[src/amx_pkg.sv]
// Shared types and constants of the arming interlock and omni drive mixer.
// No dependencies; used by every module of the block by scoped names.
`timescale 1ns / 1ps

package amx_pkg;

  localparam int CH_W        = 7;
  localparam int IN_TDATA_W  = 72;
  localparam int OUT_TDATA_W = 32;
  localparam int CFG_IDX_W   = 3;
  localparam int WQ_W        = 25;
  localparam int NUM_W       = 29;

  typedef enum logic [1:0] {
    MODE_OFF    = 2'd0,
    MODE_DRIVE  = 2'd1,
    MODE_WEAPON = 2'd2,
    MODE_FULL   = 2'd3
  } mode_t;

  localparam logic [CFG_IDX_W-1:0] CFG_SWITCH_THR = 3'd0;
  localparam logic [CFG_IDX_W-1:0] CFG_CENTRE_LO  = 3'd1;
  localparam logic [CFG_IDX_W-1:0] CFG_CENTRE_HI  = 3'd2;
  localparam logic [CFG_IDX_W-1:0] CFG_THR_MAX    = 3'd3;
  localparam logic [CFG_IDX_W-1:0] CFG_DEADZONE   = 3'd4;

  localparam logic [CH_W-1:0] RST_SWITCH_THR = 7'd50;
  localparam logic [CH_W-1:0] RST_CENTRE_LO  = 7'd45;
  localparam logic [CH_W-1:0] RST_CENTRE_HI  = 7'd55;
  localparam logic [CH_W-1:0] RST_THR_MAX    = 7'd2;
  localparam logic [CH_W-1:0] RST_DEADZONE   = 7'd5;

  localparam logic [CH_W-1:0] CH_CENTRE  = 7'd50;
  localparam logic [CH_W-1:0] LEVEL_MAX  = 7'd100;
  localparam logic [CH_W-1:0] WHEEL_STOP = 7'd50;

  // sqrt(3)/2 in Q16.
  localparam logic signed [17:0] SQRT3_HALF_Q16 = 18'sd56756;
  // Half of 7 * 65536, for round to nearest.
  localparam logic signed [NUM_W-1:0] ROUND_HALF = 29'sd229376;
  // Quotient by 65536 at or above which the level saturates at 100.
  localparam logic [12:0] SAT_U = 13'd707;
  // floor(u / 7) = (u * 9363) >> 16 for u below 707.
  localparam logic [13:0] DIV7_RECIP = 14'd9363;

  typedef struct packed {
    logic [CH_W-1:0] sw;
    logic [CH_W-1:0] thr;
    logic [CH_W-1:0] el;
    logic [CH_W-1:0] ru;
    logic [CH_W-1:0] ai;
    logic            lost;
  } chan_t;

  typedef struct packed {
    logic [CH_W-1:0] switch_thr;
    logic [CH_W-1:0] centre_lo;
    logic [CH_W-1:0] centre_hi;
    logic [CH_W-1:0] thr_max;
    logic [CH_W-1:0] deadzone;
  } cfg_t;

endpackage

[src/amx_arm.sv]
// Arming mode update: failsafe demotion, then the arm and disarm rules.
// Depends on amx_pkg.
`timescale 1ns / 1ps

module amx_arm (
  input  amx_pkg::mode_t mode_i,
  input  amx_pkg::chan_t weapon_i,
  input  amx_pkg::chan_t drive_i,
  input  amx_pkg::cfg_t  cfg_i,
  output amx_pkg::mode_t mode_o
);

  logic           w_on;
  logic           d_on;
  logic           w_arm;
  logic           d_arm;
  amx_pkg::mode_t m_fs;

  function automatic logic centred(input logic [amx_pkg::CH_W-1:0] v,
                                   input amx_pkg::cfg_t c);
    centred = (v >= c.centre_lo) && (v <= c.centre_hi);
  endfunction

  function automatic logic may_arm(input logic on, input amx_pkg::chan_t ch,
                                   input amx_pkg::cfg_t c);
    may_arm = on && !ch.lost && (ch.thr <= c.thr_max) && centred(ch.el, c) &&
              centred(ch.ru, c) && centred(ch.ai, c);
  endfunction

  always_comb begin
    w_on  = weapon_i.sw > cfg_i.switch_thr;
    d_on  = drive_i.sw > cfg_i.switch_thr;
    w_arm = may_arm(w_on, weapon_i, cfg_i);
    d_arm = may_arm(d_on, drive_i, cfg_i);

    m_fs = mode_i;
    unique case (mode_i)
      amx_pkg::MODE_FULL: begin
        if (drive_i.lost && weapon_i.lost) m_fs = amx_pkg::MODE_OFF;
        else if (drive_i.lost)             m_fs = amx_pkg::MODE_WEAPON;
        else if (weapon_i.lost)            m_fs = amx_pkg::MODE_DRIVE;
      end
      amx_pkg::MODE_DRIVE: begin
        if (drive_i.lost) m_fs = amx_pkg::MODE_OFF;
      end
      amx_pkg::MODE_WEAPON: begin
        if (weapon_i.lost) m_fs = amx_pkg::MODE_OFF;
      end
      amx_pkg::MODE_OFF: begin
        m_fs = amx_pkg::MODE_OFF;
      end
    endcase

    mode_o = m_fs;
    unique case (m_fs)
      amx_pkg::MODE_FULL: begin
        if (!d_on && !w_on)     mode_o = amx_pkg::MODE_OFF;
        else if (d_on && !w_on) mode_o = amx_pkg::MODE_DRIVE;
        else if (!d_on && w_on) mode_o = amx_pkg::MODE_WEAPON;
      end
      amx_pkg::MODE_DRIVE: begin
        if (!d_on)      mode_o = amx_pkg::MODE_OFF;
        else if (w_arm) mode_o = amx_pkg::MODE_FULL;
      end
      amx_pkg::MODE_WEAPON: begin
        if (!w_on)      mode_o = amx_pkg::MODE_OFF;
        else if (d_arm) mode_o = amx_pkg::MODE_FULL;
      end
      amx_pkg::MODE_OFF: begin
        if (d_arm && w_arm) mode_o = amx_pkg::MODE_FULL;
        else if (d_arm)     mode_o = amx_pkg::MODE_DRIVE;
        else if (w_arm)     mode_o = amx_pkg::MODE_WEAPON;
      end
    endcase
  end

endmodule

[src/amx_wheel.sv]
// Wheel level unit: scales a Q16 wheel velocity by 5/7, adds the rudder
// offset, rounds to nearest and clamps to 0..100. Depends on amx_pkg.
`timescale 1ns / 1ps

module amx_wheel (
  input  logic signed [amx_pkg::WQ_W-1:0] wq_i,
  input  logic [amx_pkg::CH_W-1:0]        rud_i,
  output logic [amx_pkg::CH_W-1:0]        level_o
);

  logic signed [amx_pkg::NUM_W-1:0] wq_x;
  logic signed [amx_pkg::NUM_W-1:0] rud_term;
  logic signed [amx_pkg::NUM_W-1:0] num;
  logic signed [amx_pkg::NUM_W-1:0] t;
  logic [9:0]                       rud7;
  logic [12:0]                      u;
  logic [23:0]                      recip;

  always_comb begin
    wq_x     = amx_pkg::NUM_W'(wq_i);
    rud7     = {rud_i, 3'b000} - {3'b000, rud_i};
    // rudder times 7 * 65536, the common denominator of the mix
    rud_term = $signed({3'b000, rud7, 16'h0000});
    num      = (wq_x <<< 2) + wq_x + rud_term;
    t        = num + amx_pkg::ROUND_HALF;
    u        = t[amx_pkg::NUM_W-1:16];
    recip    = u[9:0] * amx_pkg::DIV7_RECIP;
    if (num <= 0) begin
      level_o = '0;
    end else if (u >= amx_pkg::SAT_U) begin
      level_o = amx_pkg::LEVEL_MAX;
    end else begin
      level_o = recip[22:16];
    end
  end

endmodule

[src/arming_interlock_with_drive_mixer_top.sv]
// Top level of the arming interlock with three-wheel omni drive mixer.
// Depends on amx_pkg, amx_arm and amx_wheel.
//
//   Channel  Direction  Ports                            Payload
//   in_      slave      in_tvalid in_tready in_tdata     one tick, 72 bits
//   out_     master     out_tvalid out_tready out_tdata  one result, 32 bits
//   cfg_     write      cfg_we cfg_index cfg_data        five 7-bit registers
//
// A tick is accepted only in the idle state, and the next one only after the
// result of the last has loaded: one shared 18 x 8 signed multiplier forms
// x*x, y*y, deadzone squared and sqrt(3)/2 * y in four steps, and one shared
// wheel level unit then evaluates the three wheels in three more steps.
// Reset (rst_n low, synchronous) disarms the block, loads the register
// defaults and empties the output stage. A stalled result holds the output
// stage; the next transaction is taken while it waits, and the finished
// result of that one waits in turn until the output stage is free.
`timescale 1ns / 1ps

module arming_interlock_with_drive_mixer_top (
  input  logic                                clk,
  input  logic                                rst_n,
  // in_tdata from bit 0 up: weapon_arm_switch, weapon_throttle,
  // weapon_elevation, weapon_rudder, weapon_aileron, drive_arm_switch,
  // drive_throttle, drive_elevation, drive_rudder, drive_aileron (7 bits
  // each), weapon_link_lost, drive_link_lost (1 bit each).
  input  logic                                in_tvalid,
  output logic                                in_tready,
  input  logic [amx_pkg::IN_TDATA_W-1:0]      in_tdata,
  // out_tdata from bit 0 up: arm_mode (2), drive_enable (1),
  // weapon_enable (1), wheel_a, wheel_b, wheel_c, weapon_drive_level (7 each).
  output logic                                out_tvalid,
  input  logic                                out_tready,
  output logic [amx_pkg::OUT_TDATA_W-1:0]     out_tdata,
  input  logic                                cfg_we,
  input  logic [amx_pkg::CFG_IDX_W-1:0]       cfg_index,
  input  logic [amx_pkg::CH_W-1:0]            cfg_data
);

  typedef enum logic [3:0] {
    ST_IDLE,
    ST_SQX,
    ST_SQY,
    ST_DZ,
    ST_SY,
    ST_WA,
    ST_WB,
    ST_WC,
    ST_DONE
  } state_t;

  state_t                           state_r;
  amx_pkg::mode_t                   mode_r;
  amx_pkg::mode_t                   mode_nxt;
  amx_pkg::cfg_t                    cfg_r;
  amx_pkg::chan_t                   weapon_ch;
  amx_pkg::chan_t                   drive_ch;

  logic signed [7:0]                x_r;
  logic signed [7:0]                y_r;
  logic signed [7:0]                x_nxt;
  logic signed [7:0]                y_nxt;
  logic [amx_pkg::CH_W-1:0]         rud_r;
  logic [amx_pkg::CH_W-1:0]         wlevel_r;
  logic [amx_pkg::CH_W-1:0]         wlevel_nxt;
  logic [15:0]                      acc_r;
  logic                             outside_r;
  logic signed [23:0]               sy_r;
  logic [amx_pkg::CH_W-1:0]         wa_r;
  logic [amx_pkg::CH_W-1:0]         wb_r;
  logic [amx_pkg::CH_W-1:0]         wc_r;
  logic                             out_valid_r;
  logic [amx_pkg::OUT_TDATA_W-1:0]  out_data_r;

  logic signed [17:0]               mul_a;
  logic signed [7:0]                mul_b;
  logic signed [25:0]               prod;
  logic signed [amx_pkg::WQ_W-1:0]  wq;
  logic signed [amx_pkg::WQ_W-1:0]  x_wide;
  logic signed [amx_pkg::WQ_W-1:0]  sy_wide;
  logic [amx_pkg::CH_W-1:0]         level;
  logic                             drive_en;
  logic                             weapon_en;
  logic                             in_hs;
  logic                             out_load;

  // Unpack the incoming tick.
  always_comb begin
    weapon_ch.sw   = in_tdata[6:0];
    weapon_ch.thr  = in_tdata[13:7];
    weapon_ch.el   = in_tdata[20:14];
    weapon_ch.ru   = in_tdata[27:21];
    weapon_ch.ai   = in_tdata[34:28];
    drive_ch.sw    = in_tdata[41:35];
    drive_ch.thr   = in_tdata[48:42];
    drive_ch.el    = in_tdata[55:49];
    drive_ch.ru    = in_tdata[62:56];
    drive_ch.ai    = in_tdata[69:63];
    weapon_ch.lost = in_tdata[70];
    drive_ch.lost  = in_tdata[71];
  end

  amx_arm u_arm (
    .mode_i   (mode_r),
    .weapon_i (weapon_ch),
    .drive_i  (drive_ch),
    .cfg_i    (cfg_r),
    .mode_o   (mode_nxt)
  );

  assign in_tready = (state_r == ST_IDLE);
  assign in_hs     = in_tvalid && in_tready;
  assign out_load  = (state_r == ST_DONE) && (!out_valid_r || out_tready);

  // Stick offsets from centre and the gated weapon level of the new tick.
  always_comb begin
    x_nxt = $signed({1'b0, drive_ch.ai}) - $signed({1'b0, amx_pkg::CH_CENTRE});
    y_nxt = $signed({1'b0, drive_ch.el}) - $signed({1'b0, amx_pkg::CH_CENTRE});
    if (!(mode_nxt == amx_pkg::MODE_WEAPON || mode_nxt == amx_pkg::MODE_FULL)) begin
      wlevel_nxt = '0;
    end else if (weapon_ch.thr > amx_pkg::LEVEL_MAX) begin
      wlevel_nxt = amx_pkg::LEVEL_MAX;
    end else begin
      wlevel_nxt = weapon_ch.thr;
    end
  end

  // Operand selection for the shared multiplier.
  always_comb begin
    mul_a = 18'(x_r);
    mul_b = x_r;
    unique case (state_r)
      ST_SQY: begin
        mul_a = 18'(y_r);
        mul_b = y_r;
      end
      ST_DZ: begin
        mul_a = {11'b0, cfg_r.deadzone};
        mul_b = {1'b0, cfg_r.deadzone};
      end
      ST_SY: begin
        mul_a = amx_pkg::SQRT3_HALF_Q16;
        mul_b = y_r;
      end
      ST_IDLE, ST_SQX, ST_WA, ST_WB, ST_WC, ST_DONE: begin
        mul_a = 18'(x_r);
        mul_b = x_r;
      end
      default: begin
        mul_a = 18'(x_r);
        mul_b = x_r;
      end
    endcase
    prod = mul_a * mul_b;
  end

  // Wheel velocity in Q16 for the wheel under evaluation; zero inside
  // the deadzone.
  always_comb begin
    x_wide  = amx_pkg::WQ_W'(x_r);
    sy_wide = amx_pkg::WQ_W'(sy_r);
    wq      = '0;
    if (outside_r) begin
      unique case (state_r)
        ST_WA:   wq = -(x_wide <<< 16);
        ST_WB:   wq = (x_wide <<< 15) - sy_wide;
        ST_WC:   wq = (x_wide <<< 15) + sy_wide;
        default: wq = '0;
      endcase
    end
  end

  amx_wheel u_wheel (
    .wq_i    (wq),
    .rud_i   (rud_r),
    .level_o (level)
  );

  assign drive_en  = (mode_r == amx_pkg::MODE_DRIVE) || (mode_r == amx_pkg::MODE_FULL);
  assign weapon_en = (mode_r == amx_pkg::MODE_WEAPON) || (mode_r == amx_pkg::MODE_FULL);

  // Configuration registers.
  always_ff @(posedge clk) begin
    if (!rst_n) begin
      cfg_r.switch_thr <= amx_pkg::RST_SWITCH_THR;
      cfg_r.centre_lo  <= amx_pkg::RST_CENTRE_LO;
      cfg_r.centre_hi  <= amx_pkg::RST_CENTRE_HI;
      cfg_r.thr_max    <= amx_pkg::RST_THR_MAX;
      cfg_r.deadzone   <= amx_pkg::RST_DEADZONE;
    end else if (cfg_we) begin
      unique case (cfg_index)
        amx_pkg::CFG_SWITCH_THR: cfg_r.switch_thr <= cfg_data;
        amx_pkg::CFG_CENTRE_LO:  cfg_r.centre_lo  <= cfg_data;
        amx_pkg::CFG_CENTRE_HI:  cfg_r.centre_hi  <= cfg_data;
        amx_pkg::CFG_THR_MAX:    cfg_r.thr_max    <= cfg_data;
        amx_pkg::CFG_DEADZONE:   cfg_r.deadzone   <= cfg_data;
        default: begin
          // Indexes beyond the register list are ignored.
        end
      endcase
    end
  end

  // Sequencer with the datapath registers and the output stage.
  always_ff @(posedge clk) begin
    if (!rst_n) begin
      state_r     <= ST_IDLE;
      mode_r      <= amx_pkg::MODE_OFF;
      out_valid_r <= 1'b0;
    end else begin
      if (out_load) begin
        out_valid_r <= 1'b1;
      end else if (out_tready) begin
        out_valid_r <= 1'b0;
      end

      unique case (state_r)
        ST_IDLE: begin
          if (in_hs) begin
            mode_r   <= mode_nxt;
            x_r      <= x_nxt;
            y_r      <= y_nxt;
            rud_r    <= drive_ch.ru;
            wlevel_r <= wlevel_nxt;
            state_r  <= ST_SQX;
          end
        end
        ST_SQX: begin
          acc_r   <= prod[15:0];
          state_r <= ST_SQY;
        end
        ST_SQY: begin
          acc_r   <= acc_r + prod[15:0];
          state_r <= ST_DZ;
        end
        ST_DZ: begin
          outside_r <= acc_r > prod[15:0];
          state_r   <= ST_SY;
        end
        ST_SY: begin
          sy_r    <= prod[23:0];
          state_r <= ST_WA;
        end
        ST_WA: begin
          wa_r    <= level;
          state_r <= ST_WB;
        end
        ST_WB: begin
          wb_r    <= level;
          state_r <= ST_WC;
        end
        ST_WC: begin
          wc_r    <= level;
          state_r <= ST_DONE;
        end
        ST_DONE: begin
          if (out_load) begin
            out_data_r[1:0]   <= mode_r;
            out_data_r[2]     <= drive_en;
            out_data_r[3]     <= weapon_en;
            out_data_r[10:4]  <= drive_en ? wa_r : amx_pkg::WHEEL_STOP;
            out_data_r[17:11] <= drive_en ? wb_r : amx_pkg::WHEEL_STOP;
            out_data_r[24:18] <= drive_en ? wc_r : amx_pkg::WHEEL_STOP;
            out_data_r[31:25] <= wlevel_r;
            state_r           <= ST_IDLE;
          end
        end
        default: begin
          state_r <= ST_IDLE;
        end
      endcase
    end
  end

  assign out_tvalid = out_valid_r;
  assign out_tdata  = out_data_r;

endmodule

[config.mk]
export PLATFORM = sky130hd
export DESIGN_NAME = arming_interlock_with_drive_mixer_top
export DESIGN_NICKNAME = d
export VERILOG_FILES = /design/src/amx_pkg.sv /design/src/amx_arm.sv /design/src/amx_wheel.sv /design/src/arming_interlock_with_drive_mixer_top.sv
export SDC_FILE = /design/constraint.sdc
export NUM_CORES = 1
export LEC_CHECK = 0
export BUFFER_PORTS_ARGS = -buffer_cell sky130_fd_sc_hd__buf_2
export CAP_MARGIN = 20
export CELL_PAD_IN_SITES_DETAIL_PLACEMENT = 0
export CELL_PAD_IN_SITES_GLOBAL_PLACEMENT = 1
export CORE_ASPECT_RATIO = 0.8
export CORE_MARGIN = 8
export CORE_UTILIZATION = 35
export DETAILED_ROUTE_END_ITERATION = 8
export MAX_ROUTING_LAYER = met4
export PLACE_DENSITY = 0.64
export SETUP_SLACK_MARGIN = 0.2
export SYNTH_ARGS = -nofsm -noshare
export SYNTH_HDL_FRONTEND = slang
export SYNTH_HIERARCHICAL = 1
export SYNTH_SLANG_ARGS = --single-unit
export TNS_END_PERCENT = 30
[constraint.sdc]
create_clock -name clk -period 9.9 [get_ports clk]
set_input_delay 1.98 -clock clk [delete_from_list [all_inputs] [get_ports clk]]
set_output_delay 1.98 -clock clk [all_outputs]
set_load 0.005 [all_outputs]
# ---- After elaboration in Yosys (flattened, before gate mapping)
# Cells that the tools add are included.
# W data, S select, Z words.
dict set report word_totals {
  word_cells 161
  ff_bits 166
  output_inout_bits 34
  in_bits 87
}
dict set report classes {
  n_addsub 10
  magnitude_cmp 20
  n_reduce_logical 55
  muxes 30
  n_mul 2
  bitwise 1
  eq_ne 22
}
# cell count
set ops {}
lappend ops {{$pmux W25 S3} 1}
lappend ops {{$le A7 B7 Y1} 8}
lappend ops {{$pmux W18 S3} 1}
lappend ops {{$ge A7 B7 Y1} 6}
lappend ops {{$pmux W4 S9} 1}
lappend ops {{$pmux W16 S2} 1}
lappend ops {{$mux W2} 15}
lappend ops {{$add A28 B27 Y29} 1}
lappend ops {{$add A29 B19 Y29 const B} 1}
lappend ops {{$le A29 B1 Y1 const B} 1}
lappend ops {{$add A27 B25 Y28} 1}
lappend ops {{$reduce_and A2 Y1} 13}
lappend ops {{$add A23 B24 Y25} 1}
lappend ops {{$mux W25} 1}
lappend ops {{$neg A24 Y25} 1}
lappend ops {{$sub A23 B24 Y25} 1}
lappend ops {{$mul A18 B8 Y24} 1}
lappend ops {{$logic_and A1 B1 Y1} 23}
lappend ops {{$mul A10 B14 Y23 const B} 1}
lappend ops {{$mux W7} 3}
lappend ops {{$add A16 B16 Y16} 1}
lappend ops {{$eq A4 B3 Y1 const B} 4}
lappend ops {{$gt A16 B16 Y1} 1}
lappend ops {{$pmux W2 S4} 2}
lappend ops {{27 further kinds} 50}

# ---- Longest topological paths before layout
dict set report depth {
  depth_word 14
  mapped_depth 43
  depth_no_buf 42
}

# ---- Hierarchy
# Netlist, hierarchy kept.
# mod cells_each seq_area_each_um2 area_each_um2 instances
set by_module_without_submodules {}
lappend by_module_without_submodules {arming_interlock_with_drive_mixer_top 1306 4564.4 12806.0 1}
lappend by_module_without_submodules {amx_wheel 567 0.0 4483.0 1}
lappend by_module_without_submodules {amx_arm 319 0.0 2504.9 1}

# ---- Least setup slack after synthesis
# OpenSTA, ideal clock, no wires.
dict set report synth_timing {
  path_type {reg-to-reg}
  startpoint {register x_r[1]}
  endpoint {register wa_r[6] (netlist bit), data pin}
  required_ns 9.725
  path_slack_ns 0.749
  period_less_slack_ns 9.151
  stages_incl_launch_ff 41
  setup_time_ns 0.175
  arrival_ns 8.976
  n_path_buf 1
  path_cell_list {edfxtp_1 > ha_1 > a21o_1 > a21o_2 > a21oi_1 > nand2_2 > or4_2 > a32o_1 > a21oi_1 > inv_1 > fa_1 > inv_1 > ha_1 > clkbuf_1 > nand2_1 > o21ai_0 > nor3_1 > a211oi_1 > [... 5 more ...] > fa_1 > fa_1 > inv_1 > ha_1 > inv_1 > fa_1 > inv_1 > ha_1 > a21o_1 > a21o_1 > a21o_1 > a21oi_1 > nor2b_1 > o22ai_1 > o31ai_1 > a221oi_1 > xnor3_1 > a31oi_1}
}
dict set report synth_between {
  elab_chain_cells 9
  elab_cells_between_ends 13
  cone_classes {6 x add/sub; 1 x mul; 2 x order compare; 4 x mux}
}
# item line_no
set synth_rtl {}
lappend synth_rtl {{start: declaration} arming_interlock_with_drive_mixer_top.sv:58} ;# logic signed [7:0] x_r;
lappend synth_rtl {{start signal: assignment} arming_interlock_with_drive_mixer_top.sv:220} ;# x_r <= x_nxt;
lappend synth_rtl {{$add A23 B24 Y25 (tied with other cells)} arming_interlock_with_drive_mixer_top.sv:166} ;# ST_WC: wq = (x_wide <<< 15) + sy_wide;
lappend synth_rtl {{$pmux W25 S3 (*)} arming_interlock_with_drive_mixer_top.sv:163} ;# unique case (state_r)
lappend synth_rtl {{$mux W25 (*)} arming_interlock_with_drive_mixer_top.sv:162} ;# if (outside_r) begin
lappend synth_rtl {{via wq, one bit} arming_interlock_with_drive_mixer_top.sv:77} ;# logic signed [amx_pkg::WQ_W-1:0] wq;
lappend synth_rtl {{$add A27 B25 Y28 (*)} amx_wheel.sv:24} ;# num = (wq_x <<< 2) + wq_x + rud_term;
lappend synth_rtl {{$add A28 B27 Y29 (*)} amx_wheel.sv:24}
lappend synth_rtl {{$add A29 B19 Y29} amx_wheel.sv:25} ;# t = num + amx_pkg::ROUND_HALF;
lappend synth_rtl {{$mul A10 B14 Y23 or $ge A13 B10 Y1 (tied branches)} {amx_wheel.sv:27, amx_wheel.sv:30}}
lappend synth_rtl {{$mux W7} amx_wheel.sv:30} ;# end else if (u >= amx_pkg::SAT_U) begin
lappend synth_rtl {{$mux W7 (*)} amx_wheel.sv:28} ;# if (num <= 0) begin
lappend synth_rtl {{via level, one bit} arming_interlock_with_drive_mixer_top.sv:80} ;# logic [amx_pkg::CH_W-1:0] level;
lappend synth_rtl {{end signal: assignment} arming_interlock_with_drive_mixer_top.sv:244} ;# wa_r <= level;
lappend synth_rtl {{end: declaration} arming_interlock_with_drive_mixer_top.sv:68} ;# logic [amx_pkg::CH_W-1:0] wa_r;
# Mark *: on every way through the listed nets, which the timed path passes. The rest lies on a longest branch.
# A chain may end at the register's enable or synchronous reset.

# ---- Worst setup path after layout
dict set report layout_timing {
  startpoint {register sy_r[7]}
  endpoint {register wc_r[3] (netlist bit), data pin}
}
dict set report layout_between {
  elab_chain_cells 9
  elab_cells_between_ends 12
  cone_classes {5 x add/sub; 1 x mul; 2 x order compare; 4 x mux}
}
# item line_no
set layout_rtl {}
lappend layout_rtl {{start: declaration} arming_interlock_with_drive_mixer_top.sv:67} ;# logic signed [23:0] sy_r;
lappend layout_rtl {{start signal: assignment} arming_interlock_with_drive_mixer_top.sv:240} ;# sy_r <= prod[23:0];
lappend layout_rtl {{$add A23 B24 Y25 or $sub A23 B24 Y25 (tied branches)} {arming_interlock_with_drive_mixer_top.sv:166, arming_interlock_with_drive_mixer_top.sv:165}}
lappend layout_rtl {{$pmux W25 S3 (*)} arming_interlock_with_drive_mixer_top.sv:163}
lappend layout_rtl {{$mux W25 (*)} arming_interlock_with_drive_mixer_top.sv:162}
lappend layout_rtl {{via wq, one bit} arming_interlock_with_drive_mixer_top.sv:77}
lappend layout_rtl {{$add A27 B25 Y28 (*)} amx_wheel.sv:24}
lappend layout_rtl {{$add A28 B27 Y29 (*)} amx_wheel.sv:24}
lappend layout_rtl {{$add A29 B19 Y29} amx_wheel.sv:25}
lappend layout_rtl {{$mul A10 B14 Y23 or $ge A13 B10 Y1 (tied branches)} {amx_wheel.sv:27, amx_wheel.sv:30}}
lappend layout_rtl {{$mux W7} amx_wheel.sv:30}
lappend layout_rtl {{$mux W7 (*)} amx_wheel.sv:28}
lappend layout_rtl {{via level, one bit} arming_interlock_with_drive_mixer_top.sv:80}
lappend layout_rtl {{end signal: assignment} arming_interlock_with_drive_mixer_top.sv:252} ;# wc_r <= level;
lappend layout_rtl {{end: declaration} arming_interlock_with_drive_mixer_top.sv:70} ;# logic [amx_pkg::CH_W-1:0] wc_r;
# Marked as above.

==> metrics.md <==
| Metric | Value |
|---|---|
| Status | finished clean |
| CP required | between 10 and 15 ns |
| Final setup fails | 0 |
| Number of primary I/O pins | 121 |
| Count of cell types in the netlist | 94 |
| Final WS setup | 0.460 ns |
| Top FF cell, synth | edfxtp_1 |
| Initial antenna violation count | 1 |
| Via-to-Cell Ratio | 5.17 |
| Min-delay worst type | flop to flop |
| Post-Syn Instances | between 2k and 2.5k |
| Post-synthesis instance area | roughly 20000 um2 |
| Mean Syn Cell Area | 9.03 um2 |
| Hold depth | 0 |
| 1st-iter DRT viols | 1186 |
| Min Tclk post-route | 9.44 ns |
| Die area | between 60000 and 70000 um2 |
| GRT Total Usage | 17.6% |
| Synth cell count leaders | 323 x ha_1, 304 x inv_1, 172 x nand2_1 |
| Grt ovf | 0 |
| CP max stage delay | 0.57 ns |
| Footprint of the multi-input gates | 14200 um2 |
| Post-route DRC | 0 |
| Clock Path Buffers | 2 |
| Worst EP arrival | 9.78 ns |
| Seq/Total Area, Yosys | 23.1% |
| Synth top area share | between 20% and 30% |
| Ys Warns | 6 |
| Final Slew Violations | 0 |
| Post-synth EDFFs | 124 |
| Fillers | about 5.7k |
| WP buf/inv | 5 |
| CTS tree | yes |
| Die Span Y | about 230 um |
| Clock skew | 0.0106 ns |
| CP delay by family, top | adder cells |
| Clk root buf | clkbuf_16 |
| Clk slew on worst S/H paths | ~0.07 ns |
| Asr flop ratio synth | 0% |
| Final nets | 2872 |
| Maximum capacitance violations | 0 |
| Routability Congestion | 0.908 |
| Crit path max fanout | 8 |
| Port Buf Inserts | 120 |
| Dominant cell type by area after synthesis | ha_1 |
| Storage element area | 4560 um2 |
| Final wirelength | approximately 55 mm |
| CP Capture Type | flop |
| Count leader, synth | ha_1 |
| H-Tree Depth | 4 |
| Critical Path Stages | 36 |
| Crit-path slowest cell | or4_4 |
| Share of post-route cells with drive strength above 1 | 12.9% |
| Row cnt | 78 |
| Fin. Hold Viols | 0 |
| Vias in the first global route | 16.2k |
| Clock buffer count from CTS | 17 |
| Area grow syn2layout | 13.8% |
| Routed Antenna Nets | 0 |
| Drt pass-1 iters | 7 |
| Post-DP HPWL | 45.2 mm |
| First-pass GRT wire length | 88.6 mm |
| Routed length per instance | 17.6 um |
| F_max | 106 MHz |
| Die X | around 280 um |
| Post-CTS Hold Buffers | 0 |
| CTS Sinks | roughly 170 |
| Synthesis-stage register bit count | roughly 170 |
| RSZ-0062 raised after global routing | false |
| Synth area leaders | ha_1 20%, edfxtp_1 19%, fa_1 12% |
| Post-Place Worst Slack | -0.0651 ns |
| Largest net degree at the start of global routing | 49 |
| Initial core utilization | a little over a third |
| Worst-Skew Late Latency | 0.47 ns |
| Critical Path Source Type | flop |
| Worst relative slew slack | 23.7% |
| Worst slew pin tran | roughly 1.1 ns |
| Reg2Reg Depth | 36 |
| Vias | about 16k |
| Kind of critical path | flop to flop |
| Core box area | roughly 56000 um2 |
| Fin crit share | 95.4% |
per-layer routing:
metal  share of wire (%)  vias to the layer above  global-route usage [%]  wire (um)
met5                   0                        -                       -          0
met4                 1.1                        0                    3.62        595
met3                 3.8                       36                    2.38       2100
met2                  44                      310                    26.3      24300
met1                  51                     7824                    25.2      27900
li1                    -                     7925                       -          -
logic make-up (layout without fill, tap and decap cells):
family | after synthesis | in the layout | share of synthesized area [%]
buffers and inverters | 360 | 519 | 7.14
AOI/OAI and AO/OA | 456 | 456 | 14.9
adders and majority gates | 446 | 446 | 32.9
muxes | 15 | 15 | 0.778
xor gates and xnor gates | 112 | 112 | 5.13
DFF | 166 | 166 | 23.1
and+or+nand+nor | 636 | 636 | 16.1
other | 1 | 3 | 0.0189
what timing repair did:
action / in CTS / in global routing
gates resized for setup: 5 / 51
endpoints found under the setup margin: 3 / 21
buffers inserted: 3 / 16
pin swaps: 2 / 33
worst register-to-register path: cells and delay by family (launching register included):
family	cells	cell delay, ns
compound gates	10	2.29
xor+xnor	3	0.55
fa+ha+maj	8	2.91
buf+inv	5	0.51
flops	1	0.41
mux	1	0.27
simple gates	9	2.40
per-stage QoR:
step	util, %	instance area [um2]	TNS [ns]	hold slack, ns	instances
after floorplan	-	19800	0	0.400	2193
after global placement	38.0	21400	0	0.413	3060
after detailed placement	38.1	21400	-0.195	0.407	3061
after CTS	39.2	22100	0	0.425	3096
after global routing	40.0	22500	0	0.431	3112
final	40.0	22500	0	0.423	3113
cell usage in the layout, fill, tap and decap left out, types with 8 or more instances in the layout:
cell       instances
nand4_1           22
o22ai_1           16
nand2b_1          46
ha_4              12
or3_1              9
edfxtp_1         124
ha_1             309
nor3_1            42
and3_1            17
a2111oi_0         10
buf_4             61
dfxtp_1           42
buf_2            120
a21oi_1          131
fa_1             123
xor2_1            38
a31oi_1           18
inv_1            302
a21oi_2            8
o21bai_1          16
clkbuf_16         17
a21o_1            33
xnor2_1           66
or2_2             10
nor2b_1           24
nand2_1          170
mux2i_1           12
and2_1            31
a21boi_0          20
nand3_1           51
o21ai_1           16
o21ai_0           80
a211oi_1          14
nor2_1           147
o21a_1            13
nor4_1            15
path summary, 6_finish.rpt:
check | from | endpoint | slack [ns]
max | sy_r[7] | wc_r[3] | 0.46
min | wlevel_r[2] | out_tdata[27] | 0.42
max reg2reg | sy_r[7] | wc_r[3] | 0.46
min reg2reg | wlevel_r[2] | out_tdata[27] | 0.42
layout make-up:
class,instances,share of cell area [%]
Antenna cell,1,0.0111
Clock buffer,19,1.92
Clock inverter,13,0.711
Inverter,304,5.07
Multi-Input combinational cell,1667,62.9
Sequential cell,166,20.3
Tap cell,760,4.22
Timing Repair Buffer,183,4.87
state kept, by name, summed over array words and instances (netlist names), 7 cells and up:
signal,cells
wc_r,7
wb_r,7
y_r,8
wa_r,7
rud_r,7
x_r,8
out_tdata,32
wlevel_r,7
sy_r,24
acc_r,16
cfg_r,35
Power is not shown: default switching activity piles up to over one toggle a cycle in this logic, so the estimate is an artifact.
